File: src/rtl/tce_pkg.sv
// Shared types and constants for the text charset encoder.
// Holds the job descriptor passed from front to back and the character code functions.
// No dependencies.
package tce_pkg;

    localparam logic [7:0] CH_BRACE_OPEN  = 8'h7B;
    localparam logic [7:0] CH_BRACE_CLOSE = 8'h7D;
    localparam logic [7:0] CH_ZERO        = 8'h30;
    localparam logic [7:0] CH_X_LOWER     = 8'h78;
    localparam logic [7:0] TERMINATOR     = 8'h00;

    localparam logic [2:0] PROG_IDLE  = 3'd0;
    localparam logic [2:0] PROG_BRACE = 3'd1;
    localparam logic [2:0] PROG_ZERO  = 3'd2;
    localparam logic [2:0] PROG_X     = 3'd3;
    localparam logic [2:0] PROG_HEX1  = 3'd4;
    localparam logic [2:0] PROG_HEX2  = 3'd5;

    // One accepted item, reduced to what the back end must emit:
    // flush of the open escape, then one code, then a lone fallback, then terminator.
    typedef struct packed {
        logic [2:0] count;
        logic [2:0] flush_len;
        logic [7:0] digit0;
        logic [7:0] digit1;
        logic       mid_valid;
        logic [7:0] mid_code;
        logic       extra_fb;
    } t_job;

    function automatic logic [7:0] sym_code(input logic [7:0] c);
        logic [7:0] r;
        case (c)
            8'h20: r = 8'h01;  8'h0A: r = 8'h02;  8'h2D: r = 8'h54;  8'h21: r = 8'h48;
            8'h3F: r = 8'h49;  8'h25: r = 8'h4A;  8'h2F: r = 8'h4B;  8'h2E: r = 8'h4F;
            8'h2C: r = 8'h50;  8'h3B: r = 8'h51;  8'h3A: r = 8'h52;  8'h27: r = 8'h57;
            8'h28: r = 8'h5A;  8'h29: r = 8'h5B;  8'h5B: r = 8'h62;  8'h5D: r = 8'h63;
            8'hE0: r = 8'hB7;  8'hE1: r = 8'hB8;  8'hE2: r = 8'hB9;  8'hE4: r = 8'hBA;
            8'hE8: r = 8'hBB;  8'hE9: r = 8'hBC;  8'hEA: r = 8'hBD;  8'hEB: r = 8'hBE;
            8'hEC: r = 8'hBF;  8'hED: r = 8'hC0;  8'hEE: r = 8'hC1;  8'hEF: r = 8'hC2;
            8'hF1: r = 8'hC3;  8'hF2: r = 8'hC4;  8'hF3: r = 8'hC5;  8'hF4: r = 8'hC6;
            8'hF6: r = 8'hC7;  8'hF9: r = 8'hC8;  8'hFA: r = 8'hC9;  8'hFB: r = 8'hCA;
            8'hFC: r = 8'hCB;  8'hE7: r = 8'hE8;  8'hC0: r = 8'hD0;  8'hC1: r = 8'hD1;
            8'hC2: r = 8'hD2;  8'hC4: r = 8'hD3;  8'hC8: r = 8'hD4;  8'hC9: r = 8'hD5;
            8'hCA: r = 8'hD6;  8'hCB: r = 8'hD7;  8'hCC: r = 8'hD8;  8'hCD: r = 8'hD9;
            8'hCE: r = 8'hDA;  8'hCF: r = 8'hDB;  8'hD1: r = 8'hDC;  8'hD2: r = 8'hDD;
            8'hD3: r = 8'hDE;  8'hD4: r = 8'hDF;  8'hD6: r = 8'hE0;  8'hD9: r = 8'hE1;
            8'hDA: r = 8'hE2;  8'hDB: r = 8'hE3;  8'hDC: r = 8'hE4;  8'hA1: r = 8'hE5;
            8'hBF: r = 8'hE6;  8'hC7: r = 8'hE7;
            default: r = 8'h00;
        endcase
        return r;
    endfunction

    function automatic logic [7:0] plain_code(input logic [7:0] c, input logic [7:0] fb);
        logic [7:0] s;
        logic [7:0] r;
        s = sym_code(c);
        if (c >= 8'h61 && c <= 8'h7A) begin
            r = c + 8'h39;
        end else if (c >= 8'h41 && c <= 8'h5A) begin
            r = c - 8'h13;
        end else if (c >= 8'h30 && c <= 8'h39) begin
            r = c + 8'h60;
        end else if (s != 8'h00) begin
            r = s;
        end else begin
            r = fb;
        end
        return r;
    endfunction

    function automatic logic is_hex(input logic [7:0] c);
        return (c >= 8'h30 && c <= 8'h39) || (c >= 8'h61 && c <= 8'h66) ||
               (c >= 8'h41 && c <= 8'h46);
    endfunction

    // Valid only for hex digit characters; letters have bit 6 set.
    function automatic logic [3:0] hex_val(input logic [7:0] c);
        return c[6] ? (c[3:0] + 4'd9) : c[3:0];
    endfunction

endpackage

File: src/rtl/tce_back.sv
// Back end: walks the head job one code per cycle, unless stalled, into a registered
// output beat. Depends on tce_pkg.
module tce_back import tce_pkg::*; (
    input  logic       i_clk,
    input  logic       i_rst_n,
    input  logic       i_job_valid,
    input  t_job       i_job,
    input  logic [7:0] i_fallback,
    output logic       o_pop,
    output logic       o_valid,
    input  logic       i_ready,
    output logic [7:0] o_code_byte,
    output logic       o_last_of_run
);

    logic [2:0] r_idx;
    logic       r_valid;
    logic [7:0] r_code;
    logic       r_last;

    logic       advance;
    logic       last;
    logic [7:0] code;
    logic [2:0] rel;
    logic [2:0] rel2;

    always_comb begin
        rel  = r_idx - i_job.flush_len;
        rel2 = rel - {2'b00, i_job.mid_valid};
        code = TERMINATOR;
        if (r_idx < i_job.flush_len) begin
            case (r_idx)
                3'd0:    code = i_fallback;
                3'd1:    code = plain_code(CH_ZERO, i_fallback);
                3'd2:    code = plain_code(CH_X_LOWER, i_fallback);
                3'd3:    code = plain_code(i_job.digit0, i_fallback);
                default: code = plain_code(i_job.digit1, i_fallback);
            endcase
        end else if (i_job.mid_valid && rel == 3'd0) begin
            code = i_job.mid_code;
        end else if (i_job.extra_fb && rel2 == 3'd0) begin
            code = i_fallback;
        end
    end

    assign last    = (r_idx == i_job.count - 3'd1);
    assign advance = i_job_valid && (!r_valid || i_ready);
    assign o_pop   = advance && last;

    always_ff @(posedge i_clk) begin
        if (!i_rst_n) begin
            r_valid <= 1'b0;
            r_idx   <= 3'd0;
        end else begin
            if (advance) begin
                r_valid <= 1'b1;
                r_idx   <= last ? 3'd0 : r_idx + 3'd1;
            end else if (i_ready) begin
                r_valid <= 1'b0;
            end
        end
    end

    always_ff @(posedge i_clk) begin
        if (advance) begin
            r_code <= code;
            r_last <= last;
        end
    end

    assign o_valid       = r_valid;
    assign o_code_byte   = r_code;
    assign o_last_of_run = r_last;

endmodule

File: config.mk
export PLATFORM = sky130hd
export DESIGN_NAME = tce_back
export DESIGN_NICKNAME = d
export VERILOG_FILES = /design/src/rtl/tce_pkg.sv /design/src/rtl/tce_back.sv
export SDC_FILE = /design/constraint.sdc
export NUM_CORES = 1
export LEC_CHECK = 0
export BUFFER_PORTS_ARGS = -buffer_cell sky130_fd_sc_hd__buf_4
export CORE_MARGIN = 5
export CORE_UTILIZATION = 60
export CTS_BUF_LIST = sky130_fd_sc_hd__clkbuf_2
export DETAILED_ROUTE_END_ITERATION = 10
export MAX_ROUTING_LAYER = met4
export PLACE_DENSITY = 0.82
export SLEW_MARGIN = 20
export SYNTH_ARGS = -nofsm -noshare
export SYNTH_HDL_FRONTEND = slang
export SYNTH_SLANG_ARGS = --single-unit
File: constraint.sdc
create_clock -name i_clk -period 9.4 [get_ports i_clk]
set_input_delay 1.41 -clock i_clk [delete_from_list [all_inputs] [get_ports i_clk]]
set_output_delay 1.41 -clock i_clk [all_outputs]
set_load 0.02 [all_outputs]
==> metrics.txt <==
post-route clock period utilization 0.4560; starting density of the core 0.6202; commonest cells in the netlist 56 x nand2_1, 40 x ha_1, 39 x nor2_1, 32 x o21ai_0, 28 x a21oi_1; Placement Rows 31; core outline area 7331 µm²; Die ar. about 9400 µm²; Seq pwr share 0.210; Clock Sinks 13; ys async rst share 0; Placed Cells around 720; Mapped Cells 619; Final Wtd Congestion 1.068; port buffer count 54; unrepaired setup endpoints after global routing false; status finished clean; Finished Layout Cells 722; routed vias 5,328; total congestion overflow 0; Remaining DRCs 0; minimum clock period 4.287 ns; post-route setup slack 5.113 ns; CP Max Fanout 16; DIE WIDTH 97.05 µm; net switching power about 180 µW; most numerous cell in the Yosys netlist nand2_1; initial drt markers 786; synthesized area per cell 7.345 µm²; Post-synth EDFFs 9; Post-CTS Hold Fix Bufs 0; synthesized flop and latch total 13; FMAX 233.3 MHz; crit end category flip-flop; Clock transition at path regs 0.12 ns; Area Growth Syn to Fin 4.953%; leak pwr 0.001917 µW; Routed wire per std cell 20.32 µm; worst slack, placed 4.898 ns; sw frac 0.4889; clock skew 0.007424 ns; internal power about 190 µW; Vias/cell ~7.4; Hold Fails Final Rpt 0; total CTS buffers 3; Slew headroom 0.4456; final setup vio count 0; clock share of power 0.075; layout cells sized above 1 0.1461; Die H 97.05 µm; Clock Root Buffer clkbuf_2; maximum vdd drop 40.32 µV; Final ANT Viol Nets 0; Final Net Count 709; post_cts resized 0; Seq/Total Area, Yosys 0.07705; Synth top area share 0.1101; Req. time, crit path 9.42 ns; Synth Cell Area 4547 µm²; number of global-route vias before repair 4,767; worst skew pair latency 0.26 ns; max-cap violation count 0; initial antenna violation count 0; final setup TNS 0 ns; CTS tree done; top cell type by total area after synthesis ha_1; critical path class primary input to flip-flop; HPWL Detailed 10.70 mm; Filler Cell Count 612; DR pass1 iterations 8; Post-CTS Setup Inserts 0; overall routing resource usage 0.3011; pin count of the biggest net entering global routing 50; Comb pwr share 0.715; syn_nets 704; dominant cells by area after synthesis ha_1 11%, edfxtp_1 5.9%, nand2_1 4.6%, xnor2_1 3.7%, o21ai_0 3.5%; Hold WC Path Type flip-flop to flip-flop; P per Cell Area just under 80 nW/µm²; Diodes inserted 0; Cell variety after synth 89; first-pass GRT wire length 24.01 mm; Worst Path Arrival 4.31 ns; top_reg_cell synth edfxtp_1; WL final 14.67 mm; crit start category primary input; # H-tree levels 1; I/O pins 55; warnings from Yosys 0; Final Slew Violations 0; clock tree buffer depth 2; actual slew at the worst max-slew pin 0.8106 ns
==> metrics by stage <==
| step | instance area (µm²) | hold slack, ns | utilization | total power, µW |
|---|---|---|---|---|
| 3_3_place_gp | 4746 | 0.4832 | 0.6474 | 328.8 |
| 2_1_floorplan | 4547 | 0.5649 | - | 265.0 |
| 6_report | 4772 | 0.5179 | 0.6510 | 368.7 |
| 3_5_place_dp | 4746 | 0.5064 | 0.6474 | 331.3 |
| 4_1_cts | 4766 | 0.5235 | 0.6501 | 359.7 |
| 5_1_grt | 4772 | 0.5795 | 0.6510 | 392.7 |
==> critical path: stages <==
cell and delay [ns]:
buf_4 0.22, inv_1 0.18, ha_1 0.44, and2_1 0.20, o31a_1 0.27, o221a_2 0.27, a211oi_2 0.24, and4b_4 0.26
a311oi_2 0.25, o2111ai_1 0.20, a211o_1 0.34
==> final cells by class <==
cell class | count | area [µm²] | share of cell area
repair buffers | 54 | 405.4 | 0.08495
flip-flops and latches | 13 | 350.3 | 0.07341
inverters | 27 | 101.3 | 0.02124
multi-input cells | 525 | 3771 | 0.7902
well taps | 99 | 123.9 | 0.02596
clock buffers | 4 | 20.02 | 0.004195
==> state kept, by name, summed over array words and instances, names as in the netlist <==
register and cells:
o_code_byte 8, o_last_of_run 1, o_valid 1, r_idx 3
==> layer usage <==
layer	vias to the layer above	GRT usage	routed length (µm)
met5	-	-	0
met4	0	0.08963	479
met3	67	0.02513	1714
met2	441	0.4920	6843
met1	2434	0.3967	5634
li1	2386	-	-
==> kinds of logic after synthesis <==
logic type	Yosys count	synth area share
multiplexers	15	0.03715
flip-flops	13	0.07705
adder cells (fa/ha/maj)	41	0.1145
AND/OR/NAND/NOR	226	0.2705
buffers and inverters	81	0.09494
XOR/XNOR	21	0.04045
AO/OA/AOI/OAI	222	0.3654
==> power by group through the flow <==
stage / clock (µW) / sequential (µW) / combinational, µW
global placement: 0 / 78.6 / 250
floorplan: 0 / 85.5 / 180
finish: 27.7 / 77.4 / 264
detailed placement: 0 / 78.8 / 253
CTS: 28.2 / 77.4 / 254
global route: 29.5 / 78.4 / 285
==> final timing paths <==
kind	start	end	slack [ns]	cells past startpoint
max reg2reg	r_idx[0]	o_code_byte[7]	6.10	11
max	i_job[18]	o_code_byte[5]	5.11	11
min	o_valid	o_valid	0.52	2
min reg2reg	o_valid	o_valid	0.52	2
==> layout by cell type, fill, tap and decap left out, types with 5 or more instances in the layout <==
master	count
and3_1	10
nand3_1	17
nor3b_1	6
or3_1	5
a221oi_1	12
a21o_1	6
a211oi_1	15
ha_1	40
mux2i_1	9
o2111ai_1	11
nand2b_1	24
a31oi_1	17
buf_4	54
nand3b_1	6
o211ai_1	14
a21oi_1	28
edfxtp_1	9
nor2b_1	11
nor2_1	39
and2_1	7
inv_1	24
nand4_1	5
a211o_1	8
nand2_1	56
nor3_1	11
o211a_1	5
xnor2_1	19
o21ai_0	32
No activity file was read; power rests on OpenSTA's default activity.
