[src/rtl/tce_pkg.sv]
// Shared types and constants for the text charset encoder.
// Holds the job descriptor passed from front to back and the character code functions.
// No dependencies.
package tce_pkg;

    localparam logic [7:0] CH_BRACE_OPEN  = 8'h7B;
    localparam logic [7:0] CH_BRACE_CLOSE = 8'h7D;
    localparam logic [7:0] CH_ZERO        = 8'h30;
    localparam logic [7:0] CH_X_LOWER     = 8'h78;
    localparam logic [7:0] TERMINATOR     = 8'h00;

    localparam logic [2:0] PROG_IDLE  = 3'd0;
    localparam logic [2:0] PROG_BRACE = 3'd1;
    localparam logic [2:0] PROG_ZERO  = 3'd2;
    localparam logic [2:0] PROG_X     = 3'd3;
    localparam logic [2:0] PROG_HEX1  = 3'd4;
    localparam logic [2:0] PROG_HEX2  = 3'd5;

    // One accepted item, reduced to what the back end must emit:
    // flush of the open escape, then one code, then a lone fallback, then terminator.
    typedef struct packed {
        logic [2:0] count;
        logic [2:0] flush_len;
        logic [7:0] digit0;
        logic [7:0] digit1;
        logic       mid_valid;
        logic [7:0] mid_code;
        logic       extra_fb;
    } t_job;

    function automatic logic [7:0] sym_code(input logic [7:0] c);
        logic [7:0] r;
        case (c)
            8'h20: r = 8'h01;  8'h0A: r = 8'h02;  8'h2D: r = 8'h54;  8'h21: r = 8'h48;
            8'h3F: r = 8'h49;  8'h25: r = 8'h4A;  8'h2F: r = 8'h4B;  8'h2E: r = 8'h4F;
            8'h2C: r = 8'h50;  8'h3B: r = 8'h51;  8'h3A: r = 8'h52;  8'h27: r = 8'h57;
            8'h28: r = 8'h5A;  8'h29: r = 8'h5B;  8'h5B: r = 8'h62;  8'h5D: r = 8'h63;
            8'hE0: r = 8'hB7;  8'hE1: r = 8'hB8;  8'hE2: r = 8'hB9;  8'hE4: r = 8'hBA;
            8'hE8: r = 8'hBB;  8'hE9: r = 8'hBC;  8'hEA: r = 8'hBD;  8'hEB: r = 8'hBE;
            8'hEC: r = 8'hBF;  8'hED: r = 8'hC0;  8'hEE: r = 8'hC1;  8'hEF: r = 8'hC2;
            8'hF1: r = 8'hC3;  8'hF2: r = 8'hC4;  8'hF3: r = 8'hC5;  8'hF4: r = 8'hC6;
            8'hF6: r = 8'hC7;  8'hF9: r = 8'hC8;  8'hFA: r = 8'hC9;  8'hFB: r = 8'hCA;
            8'hFC: r = 8'hCB;  8'hE7: r = 8'hE8;  8'hC0: r = 8'hD0;  8'hC1: r = 8'hD1;
            8'hC2: r = 8'hD2;  8'hC4: r = 8'hD3;  8'hC8: r = 8'hD4;  8'hC9: r = 8'hD5;
            8'hCA: r = 8'hD6;  8'hCB: r = 8'hD7;  8'hCC: r = 8'hD8;  8'hCD: r = 8'hD9;
            8'hCE: r = 8'hDA;  8'hCF: r = 8'hDB;  8'hD1: r = 8'hDC;  8'hD2: r = 8'hDD;
            8'hD3: r = 8'hDE;  8'hD4: r = 8'hDF;  8'hD6: r = 8'hE0;  8'hD9: r = 8'hE1;
            8'hDA: r = 8'hE2;  8'hDB: r = 8'hE3;  8'hDC: r = 8'hE4;  8'hA1: r = 8'hE5;
            8'hBF: r = 8'hE6;  8'hC7: r = 8'hE7;
            default: r = 8'h00;
        endcase
        return r;
    endfunction

    function automatic logic [7:0] plain_code(input logic [7:0] c, input logic [7:0] fb);
        logic [7:0] s;
        logic [7:0] r;
        s = sym_code(c);
        if (c >= 8'h61 && c <= 8'h7A) begin
            r = c + 8'h39;
        end else if (c >= 8'h41 && c <= 8'h5A) begin
            r = c - 8'h13;
        end else if (c >= 8'h30 && c <= 8'h39) begin
            r = c + 8'h60;
        end else if (s != 8'h00) begin
            r = s;
        end else begin
            r = fb;
        end
        return r;
    endfunction

    function automatic logic is_hex(input logic [7:0] c);
        return (c >= 8'h30 && c <= 8'h39) || (c >= 8'h61 && c <= 8'h66) ||
               (c >= 8'h41 && c <= 8'h46);
    endfunction

    // Valid only for hex digit characters; letters have bit 6 set.
    function automatic logic [3:0] hex_val(input logic [7:0] c);
        return c[6] ? (c[3:0] + 4'd9) : c[3:0];
    endfunction

endpackage

[src/rtl/tce_queue.sv]
// Short job queue between front and back end.
// Depends on tce_pkg for the job type.
module tce_queue import tce_pkg::*; #(
    parameter int DEPTH = 4
) (
    input  logic i_clk,
    input  logic i_rst_n,
    input  logic i_push,
    input  t_job i_job,
    output logic o_full,
    input  logic i_pop,
    output logic o_valid,
    output t_job o_head
);

    localparam int PW = (DEPTH > 1) ? $clog2(DEPTH) : 1;
    localparam int CW = $clog2(DEPTH + 1);
    localparam logic [PW-1:0] LAST_PTR = PW'(DEPTH - 1);
    localparam logic [CW-1:0] FULL_CNT = CW'(DEPTH);

    t_job          r_mem [DEPTH];
    logic [PW-1:0] r_wr;
    logic [PW-1:0] r_rd;
    logic [CW-1:0] r_cnt;
    logic          do_push;
    logic          do_pop;

    assign o_full  = (r_cnt == FULL_CNT);
    assign o_valid = (r_cnt != '0);
    assign o_head  = r_mem[r_rd];
    assign do_push = i_push && !o_full;
    assign do_pop  = i_pop && o_valid;

    always_ff @(posedge i_clk) begin
        if (!i_rst_n) begin
            r_wr  <= '0;
            r_rd  <= '0;
            r_cnt <= '0;
        end else begin
            if (do_push) begin
                r_wr <= (r_wr == LAST_PTR) ? '0 : r_wr + 1'b1;
            end
            if (do_pop) begin
                r_rd <= (r_rd == LAST_PTR) ? '0 : r_rd + 1'b1;
            end
            if (do_push && !do_pop) begin
                r_cnt <= r_cnt + 1'b1;
            end else if (do_pop && !do_push) begin
                r_cnt <= r_cnt - 1'b1;
            end
        end
    end

    always_ff @(posedge i_clk) begin
        if (do_push) begin
            r_mem[r_wr] <= i_job;
        end
    end

endmodule

[config.mk]
export PLATFORM = sky130hd
export DESIGN_NAME = tce_queue
export DESIGN_NICKNAME = d
export VERILOG_FILES = /design/src/rtl/tce_pkg.sv /design/src/rtl/tce_queue.sv
export SDC_FILE = /design/constraint.sdc
export NUM_CORES = 1
export LEC_CHECK = 0
export ABC_CLOCK_PERIOD_IN_PS = 5600
export BUFFER_PORTS_ARGS = -buffer_cell sky130_fd_sc_hd__buf_4
export CAP_MARGIN = 30
export CORE_MARGIN = 2
export CORE_UTILIZATION = 61
export DETAILED_ROUTE_END_ITERATION = 6
export PLACE_DENSITY = 0.84
export RECOVER_POWER = 50
export SKIP_CTS_REPAIR_TIMING = 1
export SYNTH_ARGS = -nofsm -noshare
export SYNTH_HDL_FRONTEND = slang
export SYNTH_SLANG_ARGS = --single-unit
[constraint.sdc]
create_clock -name i_clk -period 5.6 [get_ports i_clk]
set_clock_uncertainty 0.2 [all_clocks]
set_input_delay 0.28 -clock i_clk [delete_from_list [all_inputs] [get_ports i_clk]]
set_output_delay 0.28 -clock i_clk [all_outputs]
set_load 0.02 [all_outputs]
==> results_dict.tcl <==
set metrics [dict create \
    hold_viol_final 1 \
    report.final.slew_viol_count 66 \
    slew_headroom_pct -55.7 \
    drt_iter0_drc 186 \
    critPathMaxFanout 32 \
    totalWireLength_mm 10.3 \
    period_needed_ns 3.36 \
    p_total_mw 3.17 \
    synth_top_area_share_pct 74.8 \
    outcome "complete, but fails checks" \
    grt_max_degree 33 \
    worst_ep_arrival_time_ns 3.25 \
    p_sw_mw 0.881 \
    finalSetupViolCount 0 \
    cts_tree "done" \
    num_io_pins 70 \
    hold_path.class "in -> reg" \
    drive_gt1_share_pct 29.4 \
    routedWlPerCell_um 22.9 \
    crit_type "reg -> reg" \
    hold_slack_ns -0.00164 \
    dr.max_layer_used "met4" \
    antennaDiodeCount 0 \
    synth_common_cells "edfxtp_1 (128), mux4_2 (30), dfxtp_1 (9)" \
    drt-met1-wl_mm 3.98 \
    yosysSeqAreaShare_pct 78.3 \
    syn_inst 218 \
    die_height_um 95.8 \
    power.share.combinational_pct 23.7 \
    worstRegToRegCells 3 \
    final_antenna_net_count 0 \
    gp_congestion 0.760 \
    swShare_pct 27.8 \
    r2r_slack_ns 2.24 \
    p_seq_share_pct 41.6 \
    crit_path_start_kind "register" \
    layout_setup_ws_ns 2.24 \
    fillers 444 \
    route.met3.wl_um 508 \
    final_cell_area_mm2 0.00650 \
    grt_pass1_wl_mm 14.6 \
    violations "hold timing, capacitance limit, slew limit" \
    ys.flop_type "edfxtp_1" \
    synth_edf_count 128 \
    async_flop_share_pct 0 \
    final_cell_count_no_fill 449 \
    rsz0062_at_grt "no" \
    yosysWarnings 0 \
    drc 0 \
    fp.coreArea_mm2 0.00818 \
    ys_ff_latch 137 \
    p_int_mw 2.29 \
    avgSynthCellArea_um2 23.6 \
    viasPerCell 5.80 \
    cts.htree.levels 4 \
    ys_types 24 \
    dr_wl_met2_mm 5.64 \
    track_usage_pct 23.3 \
    synth_area_mm2 0.00514 \
    dr.pass1.iters 4 \
    yosys.area.top_type "edfxtp_1" \
    die_w_um 95.8 \
    cts_made_buffers 17 \
    antenna_found_initial 0 \
    dp_hpwl_mm 5.17 \
    grt_pass1_vias 2551 \
    start_util_pct 62.9 \
    p_leak_nw 2.19 \
    synth.most_common_cell "edfxtp_1" \
    cts_buffer_depth 2 \
    dp_slack_ns 2.98 \
    path_clk_slew_ns 0.06 \
    r2r_end "r_mem[1][3]" \
    clk_latency_ns 0.51 \
    end_kind "register" \
    whs_path_depth 3 \
    fin_util_pct 79.5 \
    fin_crit_sh_pct 60.0 \
    numPortBuffers 69 \
    cellPowerDensity_mw_per_mm2 488 \
    tightestPinTransition_ns 2.33 \
    r2r-start "r_cnt[0]" \
    synthTopCellsByArea "edfxtp_1 (75%), mux4_2 (13%), dfxtp_1 (3.5%)" \
    hold_path_startpoint "i_pop" \
    dp.cells 384 \
    areaGrowthSynthToFinish_pct 26.4 \
    num_rows 33 \
    cts.sinks 137 \
    cp.required_ns 5.49 \
    timing.fmax_ghz 0.297 \
    pwr-share-clk_pct 34.7 \
    cts_root_buf "clkbuf_8" \
    grt_overflow_total 0 \
    place_area_mm2 0.00571 \
    fin_nets 374 \
    syn-num-nets 261 \
    fp.dieArea_mm2 0.00918 \
    fin_tns_setup_ns 0 \
    critical_path.startpoint "r_cnt[0]" \
    vias 2606 \
    max-vdd-ir-drop_mv 0.329 \
    maxCapViolations 2 \
]
-- worst max-delay path, cell delays in order (launching register included) --
cell     delay [ns]
dfxtp_1        0.43
nor3b_1        0.09
nor2b_1        0.41
and2_0         1.78
-- worst max path at each step --
| stage | to | slack [ns] | cells past startpoint |
|---|---|---|---|
| after floorplan | r_cnt[2] | 3.29 | 7 |
| after global placement | r_cnt[2] | 3.17 | 8 |
| after detailed placement | r_cnt[2] | 2.98 | 8 |
| after CTS | o_head[23] | 2.86 | 3 |
| after global routing | r_mem[1][29] | 2.01 | 3 |
| final | r_mem[1][3] | 2.24 | 3 |
-- layer usage --
layer | up-vias | track usage [%]
li1 | 1134 | -
met1 | 1352 | 29.1
met2 | 104 | 38.3
met3 | 16 | 6.50
met4 | 0 | 10.8
met5 | - | 0
-- cells in the final DEF, fill, tap and decap left out --
master / instances
bufinv_16: 3
nor2_1: 2
or3_1: 2
a21boi_0: 1
nand2_1: 6
o21ai_0: 3
xor2_1: 1
nor2b_1: 2
clkinvlp_4: 4
mux4_2: 30
mux4_1: 2
xnor2_1: 1
clkbuf_16: 16
nand3_1: 2
edfxtp_1: 128
mux2i_1: 3
inv_1: 3
ha_1: 6
inv_6: 2
clkinv_4: 3
buf_4: 36
and2_2: 2
nor3b_1: 1
and2_0: 3
o31ai_1: 1
dlygate4sd3_1: 33
dfxtp_1: 7
clkbuf_1: 35
clkbuf_8: 1
dfxtp_2: 2
clkinv_2: 2
fa_1: 1
-- layout make-up --
cell class	count	area (um2)	area share, %
clock buffer	18	418	6.43
clock inverter	14	174	2.68
inverter	3	11.3	0.173
multi-input combinational	69	1010	15.5
sequential	137	4030	62.0
tap	105	131	2.02
timing repair buffer	103	728	11.2
-- cells by family after synthesis --
kind of cell | after synthesis | share of synthesized area, %
compound gates | 5 | 0.584
xor+xnor | 2 | 0.341
fa+ha+maj | 7 | 1.85
buf+inv | 12 | 2.07
flops | 137 | 78.3
mux | 35 | 14.8
simple gates | 20 | 2.12
-- sequential cells by signal (all words and copies together), names as in the netlist, named ones only --
signal  count
r_wr        2
r_mem     128
r_cnt       3
r_rd        2
-- power groups by stage --
stage	clock (mW)	sequential, mW	combinational [mW]
finish	1.10	1.32	0.751
floorplan	0	1.30	0.533
global placement	0	1.32	0.733
CTS	1.11	1.32	0.758
detailed placement	0	1.33	0.747
global route	1.14	1.33	0.807
(Power assumes the default switching activity.)
