<file path="config.mk">
export PLATFORM = sky130hd
export DESIGN_NAME = tce_front
export DESIGN_NICKNAME = d
export VERILOG_FILES = /design/src/rtl/tce_pkg.sv /design/src/rtl/tce_front.sv
export SDC_FILE = /design/constraint.sdc
export NUM_CORES = 1
export LEC_CHECK = 0
export BUFFER_PORTS_ARGS = -buffer_cell sky130_fd_sc_hd__buf_2
export CAP_MARGIN = 20
export CORE_MARGIN = 3
export CORE_UTILIZATION = 53
export CTS_BUF_LIST = sky130_fd_sc_hd__clkbuf_16
export CTS_CLUSTER_DIAMETER = 60
export DETAILED_ROUTE_END_ITERATION = 10
export GPL_ROUTABILITY_DRIVEN = 1
export PLACE_DENSITY = 0.87
export REMOVE_ABC_BUFFERS = 1
export SYNTH_ARGS = -nofsm -noshare
export SYNTH_HDL_FRONTEND = slang
export SYNTH_SLANG_ARGS = --single-unit
</file>
<file path="constraint.sdc">
create_clock -name i_clk -period 4.25 [get_ports i_clk]
set_input_delay 0.2125 -clock i_clk [delete_from_list [all_inputs] [get_ports i_clk]]
set_output_delay 0.2125 -clock i_clk [all_outputs]
set_load 0.01 [all_outputs]
</file>
<file path="src/rtl/tce_pkg.sv">
// Shared types and constants for the text charset encoder.
// Holds the job descriptor passed from front to back and the character code functions.
// No dependencies.
package tce_pkg;

    localparam logic [7:0] CH_BRACE_OPEN  = 8'h7B;
    localparam logic [7:0] CH_BRACE_CLOSE = 8'h7D;
    localparam logic [7:0] CH_ZERO        = 8'h30;
    localparam logic [7:0] CH_X_LOWER     = 8'h78;
    localparam logic [7:0] TERMINATOR     = 8'h00;

    localparam logic [2:0] PROG_IDLE  = 3'd0;
    localparam logic [2:0] PROG_BRACE = 3'd1;
    localparam logic [2:0] PROG_ZERO  = 3'd2;
    localparam logic [2:0] PROG_X     = 3'd3;
    localparam logic [2:0] PROG_HEX1  = 3'd4;
    localparam logic [2:0] PROG_HEX2  = 3'd5;

    // One accepted item, reduced to what the back end must emit:
    // flush of the open escape, then one code, then a lone fallback, then terminator.
    typedef struct packed {
        logic [2:0] count;
        logic [2:0] flush_len;
        logic [7:0] digit0;
        logic [7:0] digit1;
        logic       mid_valid;
        logic [7:0] mid_code;
        logic       extra_fb;
    } t_job;

    function automatic logic [7:0] sym_code(input logic [7:0] c);
        logic [7:0] r;
        case (c)
            8'h20: r = 8'h01;  8'h0A: r = 8'h02;  8'h2D: r = 8'h54;  8'h21: r = 8'h48;
            8'h3F: r = 8'h49;  8'h25: r = 8'h4A;  8'h2F: r = 8'h4B;  8'h2E: r = 8'h4F;
            8'h2C: r = 8'h50;  8'h3B: r = 8'h51;  8'h3A: r = 8'h52;  8'h27: r = 8'h57;
            8'h28: r = 8'h5A;  8'h29: r = 8'h5B;  8'h5B: r = 8'h62;  8'h5D: r = 8'h63;
            8'hE0: r = 8'hB7;  8'hE1: r = 8'hB8;  8'hE2: r = 8'hB9;  8'hE4: r = 8'hBA;
            8'hE8: r = 8'hBB;  8'hE9: r = 8'hBC;  8'hEA: r = 8'hBD;  8'hEB: r = 8'hBE;
            8'hEC: r = 8'hBF;  8'hED: r = 8'hC0;  8'hEE: r = 8'hC1;  8'hEF: r = 8'hC2;
            8'hF1: r = 8'hC3;  8'hF2: r = 8'hC4;  8'hF3: r = 8'hC5;  8'hF4: r = 8'hC6;
            8'hF6: r = 8'hC7;  8'hF9: r = 8'hC8;  8'hFA: r = 8'hC9;  8'hFB: r = 8'hCA;
            8'hFC: r = 8'hCB;  8'hE7: r = 8'hE8;  8'hC0: r = 8'hD0;  8'hC1: r = 8'hD1;
            8'hC2: r = 8'hD2;  8'hC4: r = 8'hD3;  8'hC8: r = 8'hD4;  8'hC9: r = 8'hD5;
            8'hCA: r = 8'hD6;  8'hCB: r = 8'hD7;  8'hCC: r = 8'hD8;  8'hCD: r = 8'hD9;
            8'hCE: r = 8'hDA;  8'hCF: r = 8'hDB;  8'hD1: r = 8'hDC;  8'hD2: r = 8'hDD;
            8'hD3: r = 8'hDE;  8'hD4: r = 8'hDF;  8'hD6: r = 8'hE0;  8'hD9: r = 8'hE1;
            8'hDA: r = 8'hE2;  8'hDB: r = 8'hE3;  8'hDC: r = 8'hE4;  8'hA1: r = 8'hE5;
            8'hBF: r = 8'hE6;  8'hC7: r = 8'hE7;
            default: r = 8'h00;
        endcase
        return r;
    endfunction

    function automatic logic [7:0] plain_code(input logic [7:0] c, input logic [7:0] fb);
        logic [7:0] s;
        logic [7:0] r;
        s = sym_code(c);
        if (c >= 8'h61 && c <= 8'h7A) begin
            r = c + 8'h39;
        end else if (c >= 8'h41 && c <= 8'h5A) begin
            r = c - 8'h13;
        end else if (c >= 8'h30 && c <= 8'h39) begin
            r = c + 8'h60;
        end else if (s != 8'h00) begin
            r = s;
        end else begin
            r = fb;
        end
        return r;
    endfunction

    function automatic logic is_hex(input logic [7:0] c);
        return (c >= 8'h30 && c <= 8'h39) || (c >= 8'h61 && c <= 8'h66) ||
               (c >= 8'h41 && c <= 8'h46);
    endfunction

    // Valid only for hex digit characters; letters have bit 6 set.
    function automatic logic [3:0] hex_val(input logic [7:0] c);
        return c[6] ? (c[3:0] + 4'd9) : c[3:0];
    endfunction

endpackage

</file>
<file path="src/rtl/tce_front.sv">
// Front end: accepts text beats, tracks the hex escape parser state and
// builds one job descriptor per beat. Depends on tce_pkg.
module tce_front import tce_pkg::*; (
    input  logic       i_clk,
    input  logic       i_rst_n,
    input  logic       i_accept,
    input  logic [7:0] i_text_byte,
    input  logic       i_byte_present,
    input  logic       i_end_of_text,
    input  logic [7:0] i_fallback,
    output logic       o_push,
    output t_job       o_job
);

    logic [2:0] r_prog;
    logic [2:0] n_prog;
    logic [7:0] r_digit0;
    logic [7:0] n_digit0;
    logic [7:0] r_digit1;
    logic [7:0] n_digit1;

    logic       in_esc;
    logic       ok;
    logic       fail;
    logic       mid_valid;
    logic [7:0] mid_code;
    logic [2:0] flush_len;
    logic       extra_fb;
    logic [2:0] count;

    always_comb begin
        in_esc = (r_prog >= PROG_BRACE) && (r_prog <= PROG_HEX2);
        unique case (r_prog)
            PROG_BRACE: ok = (i_text_byte == CH_ZERO);
            PROG_ZERO:  ok = (i_text_byte == CH_X_LOWER);
            PROG_X:     ok = is_hex(i_text_byte);
            PROG_HEX1:  ok = is_hex(i_text_byte);
            PROG_HEX2:  ok = (i_text_byte == CH_BRACE_CLOSE);
            default:    ok = 1'b0;
        endcase
        fail = i_byte_present && in_esc && !ok;

        n_prog    = r_prog;
        n_digit0  = r_digit0;
        n_digit1  = r_digit1;
        mid_valid = 1'b0;
        mid_code  = 8'h00;
        if (i_byte_present) begin
            if (!in_esc || fail) begin
                if (i_text_byte == CH_BRACE_OPEN) begin
                    n_prog = PROG_BRACE;
                end else begin
                    n_prog    = PROG_IDLE;
                    mid_valid = 1'b1;
                    mid_code  = plain_code(i_text_byte, i_fallback);
                end
            end else begin
                if (r_prog == PROG_X) begin
                    n_digit0 = i_text_byte;
                end
                if (r_prog == PROG_HEX1) begin
                    n_digit1 = i_text_byte;
                end
                if (r_prog == PROG_HEX2) begin
                    mid_valid = 1'b1;
                    mid_code  = {hex_val(r_digit0), hex_val(r_digit1)};
                    n_prog    = PROG_IDLE;
                end else begin
                    n_prog = r_prog + 3'd1;
                end
            end
        end

        if (fail) begin
            flush_len = r_prog;
            extra_fb  = i_end_of_text && (n_prog == PROG_BRACE);
        end else begin
            flush_len = (i_end_of_text && n_prog >= PROG_BRACE && n_prog <= PROG_HEX2) ?
                        n_prog : 3'd0;
            extra_fb  = 1'b0;
        end

        count = flush_len + {2'b00, mid_valid} + {2'b00, extra_fb} + {2'b00, i_end_of_text};
    end

    always_ff @(posedge i_clk) begin
        if (!i_rst_n) begin
            r_prog <= PROG_IDLE;
        end else if (i_accept) begin
            r_prog <= i_end_of_text ? PROG_IDLE : n_prog;
        end
    end

    always_ff @(posedge i_clk) begin
        if (i_accept) begin
            r_digit0 <= n_digit0;
            r_digit1 <= n_digit1;
        end
    end

    assign o_push          = i_accept && (count != 3'd0);
    assign o_job.count     = count;
    assign o_job.flush_len = flush_len;
    assign o_job.digit0    = n_digit0;
    assign o_job.digit1    = n_digit1;
    assign o_job.mid_valid = mid_valid;
    assign o_job.mid_code  = mid_code;
    assign o_job.extra_fb  = extra_fb;

endmodule

</file>
==> results.md <==
* Yosys Warn Count at 0
* Clock-pin slew of the registers on the worst-case setup and hold paths at 0.05 ns
* Max Cap Viol at 0
* RePlAce Congestion at 0.940
* Lkg Pwr at 1.55 nW
* Critical path required time at 4.04 ns
* Slew HR at 46.2%
* First-pass GRT wire length at 17,900 um
* Highest clock rate at 0.248 GHz
* Ys flop type: edfxtp_1
* DR vias at 3,787
* Reg-to-Reg End: r_digit1[0]
* Commonest non-fill, non-tap cell in the layout: nand2_1
* Port Buffers at 53
* Worst Path Max Fanout at 4
* Status: completed
* Register bit total from synthesis at 19
* Critical Path Sink: o_push
* Inst Count DP at 557
* Worst VDD drop at 232 uV
* Setup slack at placement at 0.102 ns
* Boundary Pins at 54
* R2R cell count at 9
* Final setup TNS at 0 ns
* Share of layout cells above drive strength 1 at 24.8%
* Worst skew pair latency at 0.25 ns
* DR WL/cell at 19.9 um
* Critical path type: input port to output port
* All-Layer GR Usage at 30.1%
* Reg power frac at 30.7%
* Sequential cell area fraction in the yosys report at 16.4%
* Psw at 0.000262 W
* Layout net count at 530
* HPWL after DPL at 8440 um
* Critical R2R Launch: r_prog[0]
* Initial cell density of the core at 55.3%
* H-tree Lvls at 1
* WP data arrival at 3.83 ns
* Async SR Flop Fraction at 0%
* Drt total wl at 11,200 um
* RSZ-0062 raised after global routing: no
* Number of distinct library cells after synthesis at 83
* Core Rows at 28
* Fillers at 532
* Avg Inst Size Synth at 7.59 um^2
* Vias per cell at 6.73
* CTS root buf: clkbuf_16
* Initial DRC count at 559
* Clock Sinks at 19
* Worst setup path startpoint: i_text_byte[1]
* Number of synthesized flops with an enable pin at 16
* Largest net degree at the start of global routing at 32
* Initial antenna violation count at 0
* Vias in the first global route at 3,524
* Slew Viols, Final at 0
* Residual DRC count at 0
* Final Instance Count excl. Fillers at 563
* Tightest Pin Transition at 0.808 ns
* Die Area at 7200 um^2
* Setup ws final at 0.210 ns
* Syn Inst Count at 434
* Worst setup SP type: input port
* Most frequent cells in the layout: nand2_1, buf_2, nor2_1, buf_4, a21oi_1
* Antenna Nets Post-Route at 0
* Period minus WS final at 4.04 ns
* Maximum buffer depth of the clock tree at 2
* Clock group share of total power at 26.8%
* Cts bufs inserted at 3
* Pwr dens at 190 nW/um^2
* Setup violators final at 0
* Die Y at 84.8 um
* Initial DRT Pass Iterations at 6
* Period Utilization, post-route at 95.1%
* CTS tree: built
* Sw frac at 36.6%
* Area grow syn2layout at 14.7%
* Clk_skew at 0.00279 ns
* Dpl cell area at 3660 um^2
* Setup crit end kind: output port
* Hold Fails Final Rpt at 0
* Worst hold path type: input port to register
* Die X at 84.8 um
* Internal power component at 0.000454 W
* Comb pwr share at 42.5%
* Core area at 5960 um^2
* Post-Syn Area at 3290 um^2
* Global route overflow at 0
* Final instance area at 3780 um^2
* Flop-to-flop setup slack at 1.70 ns
* # diodes at 0
[timing repair]
action,CTS,global route
hold buffers,0,0
gates resized for setup,1,5
hold endpoints to repair,0,0
pin swaps,1,2
cloned,0,0
buffers inserted,1,1
setup endpoints to repair,1,1
[power by group through the flow]
stage	sequential (W)	combinational, W	clock, W
final	0.000220	0.000304	0.000192
after global routing	0.000220	0.000326	0.000201
after CTS	0.000219	0.000293	0.000194
after detailed placement	0.000223	0.000292	0
after global placement	0.000222	0.000288	0
after floorplan	0.000221	0.000170	0
[routing by layer]
layer	share of wire, %	global-route usage, %
met1	41	42.4
met2	45	47.7
met3	11	4.17
met4	3.3	9.64
met5	0	0
[area by class of cell]
| class | instances | area [um^2] | share of cell area, % |
|---|---|---|---|
| clock buffer | 3 | 75.1 | 1.99 |
| clock inverter | 1 | 3.75 | 0.0994 |
| sequential | 19 | 543 | 14.4 |
| tap | 75 | 93.8 | 2.48 |
| timing repair buffer | 82 | 483 | 12.8 |
| inverter | 16 | 60.1 | 1.59 |
| multi-input combinational | 367 | 2520 | 66.7 |
[flip-flops by register name, summed over array words and instances, names as in the netlist]
signal,count
r_digit0,8
r_digit1,8
r_prog,3
[worst min-delay path by stage]
stage / from / end / depth (start not counted)
CTS: i_rst_n / r_prog[2] / 2
global placement: i_rst_n / r_prog[2] / 2
detailed placement: i_rst_n / r_prog[2] / 2
floorplan: i_accept / r_digit0[0] / 0
global route: i_rst_n / r_prog[0] / 3
finish: i_rst_n / r_prog[2] / 2
[Yosys cell counts (3+ instances only)]
library cell | n | area, um^2
xor2_1 | 4 | 35.0
and3_1 | 3 | 18.8
ha_1 | 18 | 225
nor2b_1 | 7 | 43.8
buf_2 | 17 | 85.1
o22ai_1 | 6 | 37.5
a221o_1 | 3 | 30.0
buf_4 | 4 | 30.0
nand2b_1 | 12 | 75.1
or3_1 | 7 | 43.8
inv_1 | 15 | 56.3
clkbuf_1 | 6 | 22.5
dfxtp_1 | 3 | 60.1
a31oi_1 | 11 | 68.8
a21oi_1 | 25 | 125
o2111ai_1 | 6 | 52.6
edfxtp_1 | 16 | 480
and3b_1 | 3 | 26.3
nor3_1 | 13 | 65.1
a21o_1 | 5 | 37.5
o31ai_1 | 3 | 22.5
nand4_1 | 3 | 18.8
nor2_1 | 29 | 109
buf_6 | 5 | 56.3
o21ai_1 | 18 | 90.1
o211ai_1 | 6 | 45.0
a311oi_1 | 3 | 26.3
o21ai_0 | 19 | 95.1
a22oi_1 | 3 | 22.5
nand3_2 | 3 | 30.0
nand3_1 | 14 | 70.1
nand2_1 | 64 | 240
mux2i_1 | 4 | 40.0
xnor2_1 | 10 | 87.6
a211oi_1 | 3 | 22.5
a32oi_1 | 4 | 35.0
mux2_2 | 3 | 33.8
[critical path, cell delays in order]
cell and delay, ns:
buf_2 0.08, inv_1 0.06, ha_1 0.20, or4b_4 0.52
o2111ai_2 0.22, o22ai_2 0.11, o21ai_4 0.14, and2_4 0.17
mux2_1 0.34, o21ai_2 0.13, inv_1 0.08, fa_1 0.45
ha_2 0.19, fa_2 0.35, xor2_2 0.19, o31a_1 0.24
buf_2 0.14
[per-stage QoR]
stage | power (W) | utilization [%] | hold slack [ns]
2_1_floorplan | 0.000391 | - | 0.325
3_3_place_gp | 0.000510 | 61.5 | 0.464
3_5_place_dp | 0.000514 | 61.5 | 0.478
4_1_cts | 0.000706 | 63.0 | 0.222
5_1_grt | 0.000747 | 63.4 | 0.242
6_report | 0.000716 | 63.4 | 0.222
[cells by family (layout without fill, tap and decap cells)]
family	after synthesis	count (layout)	synth area share (%)
simple gates	177	177	28.8
mux	8	8	2.58
buf+inv	48	102	7.71
flops	19	19	16.4
compound gates	147	147	32.2
xor+xnor	15	15	4.22
fa+ha+maj	20	20	8.05
Note: power is estimated with default switching activity, not from simulation.
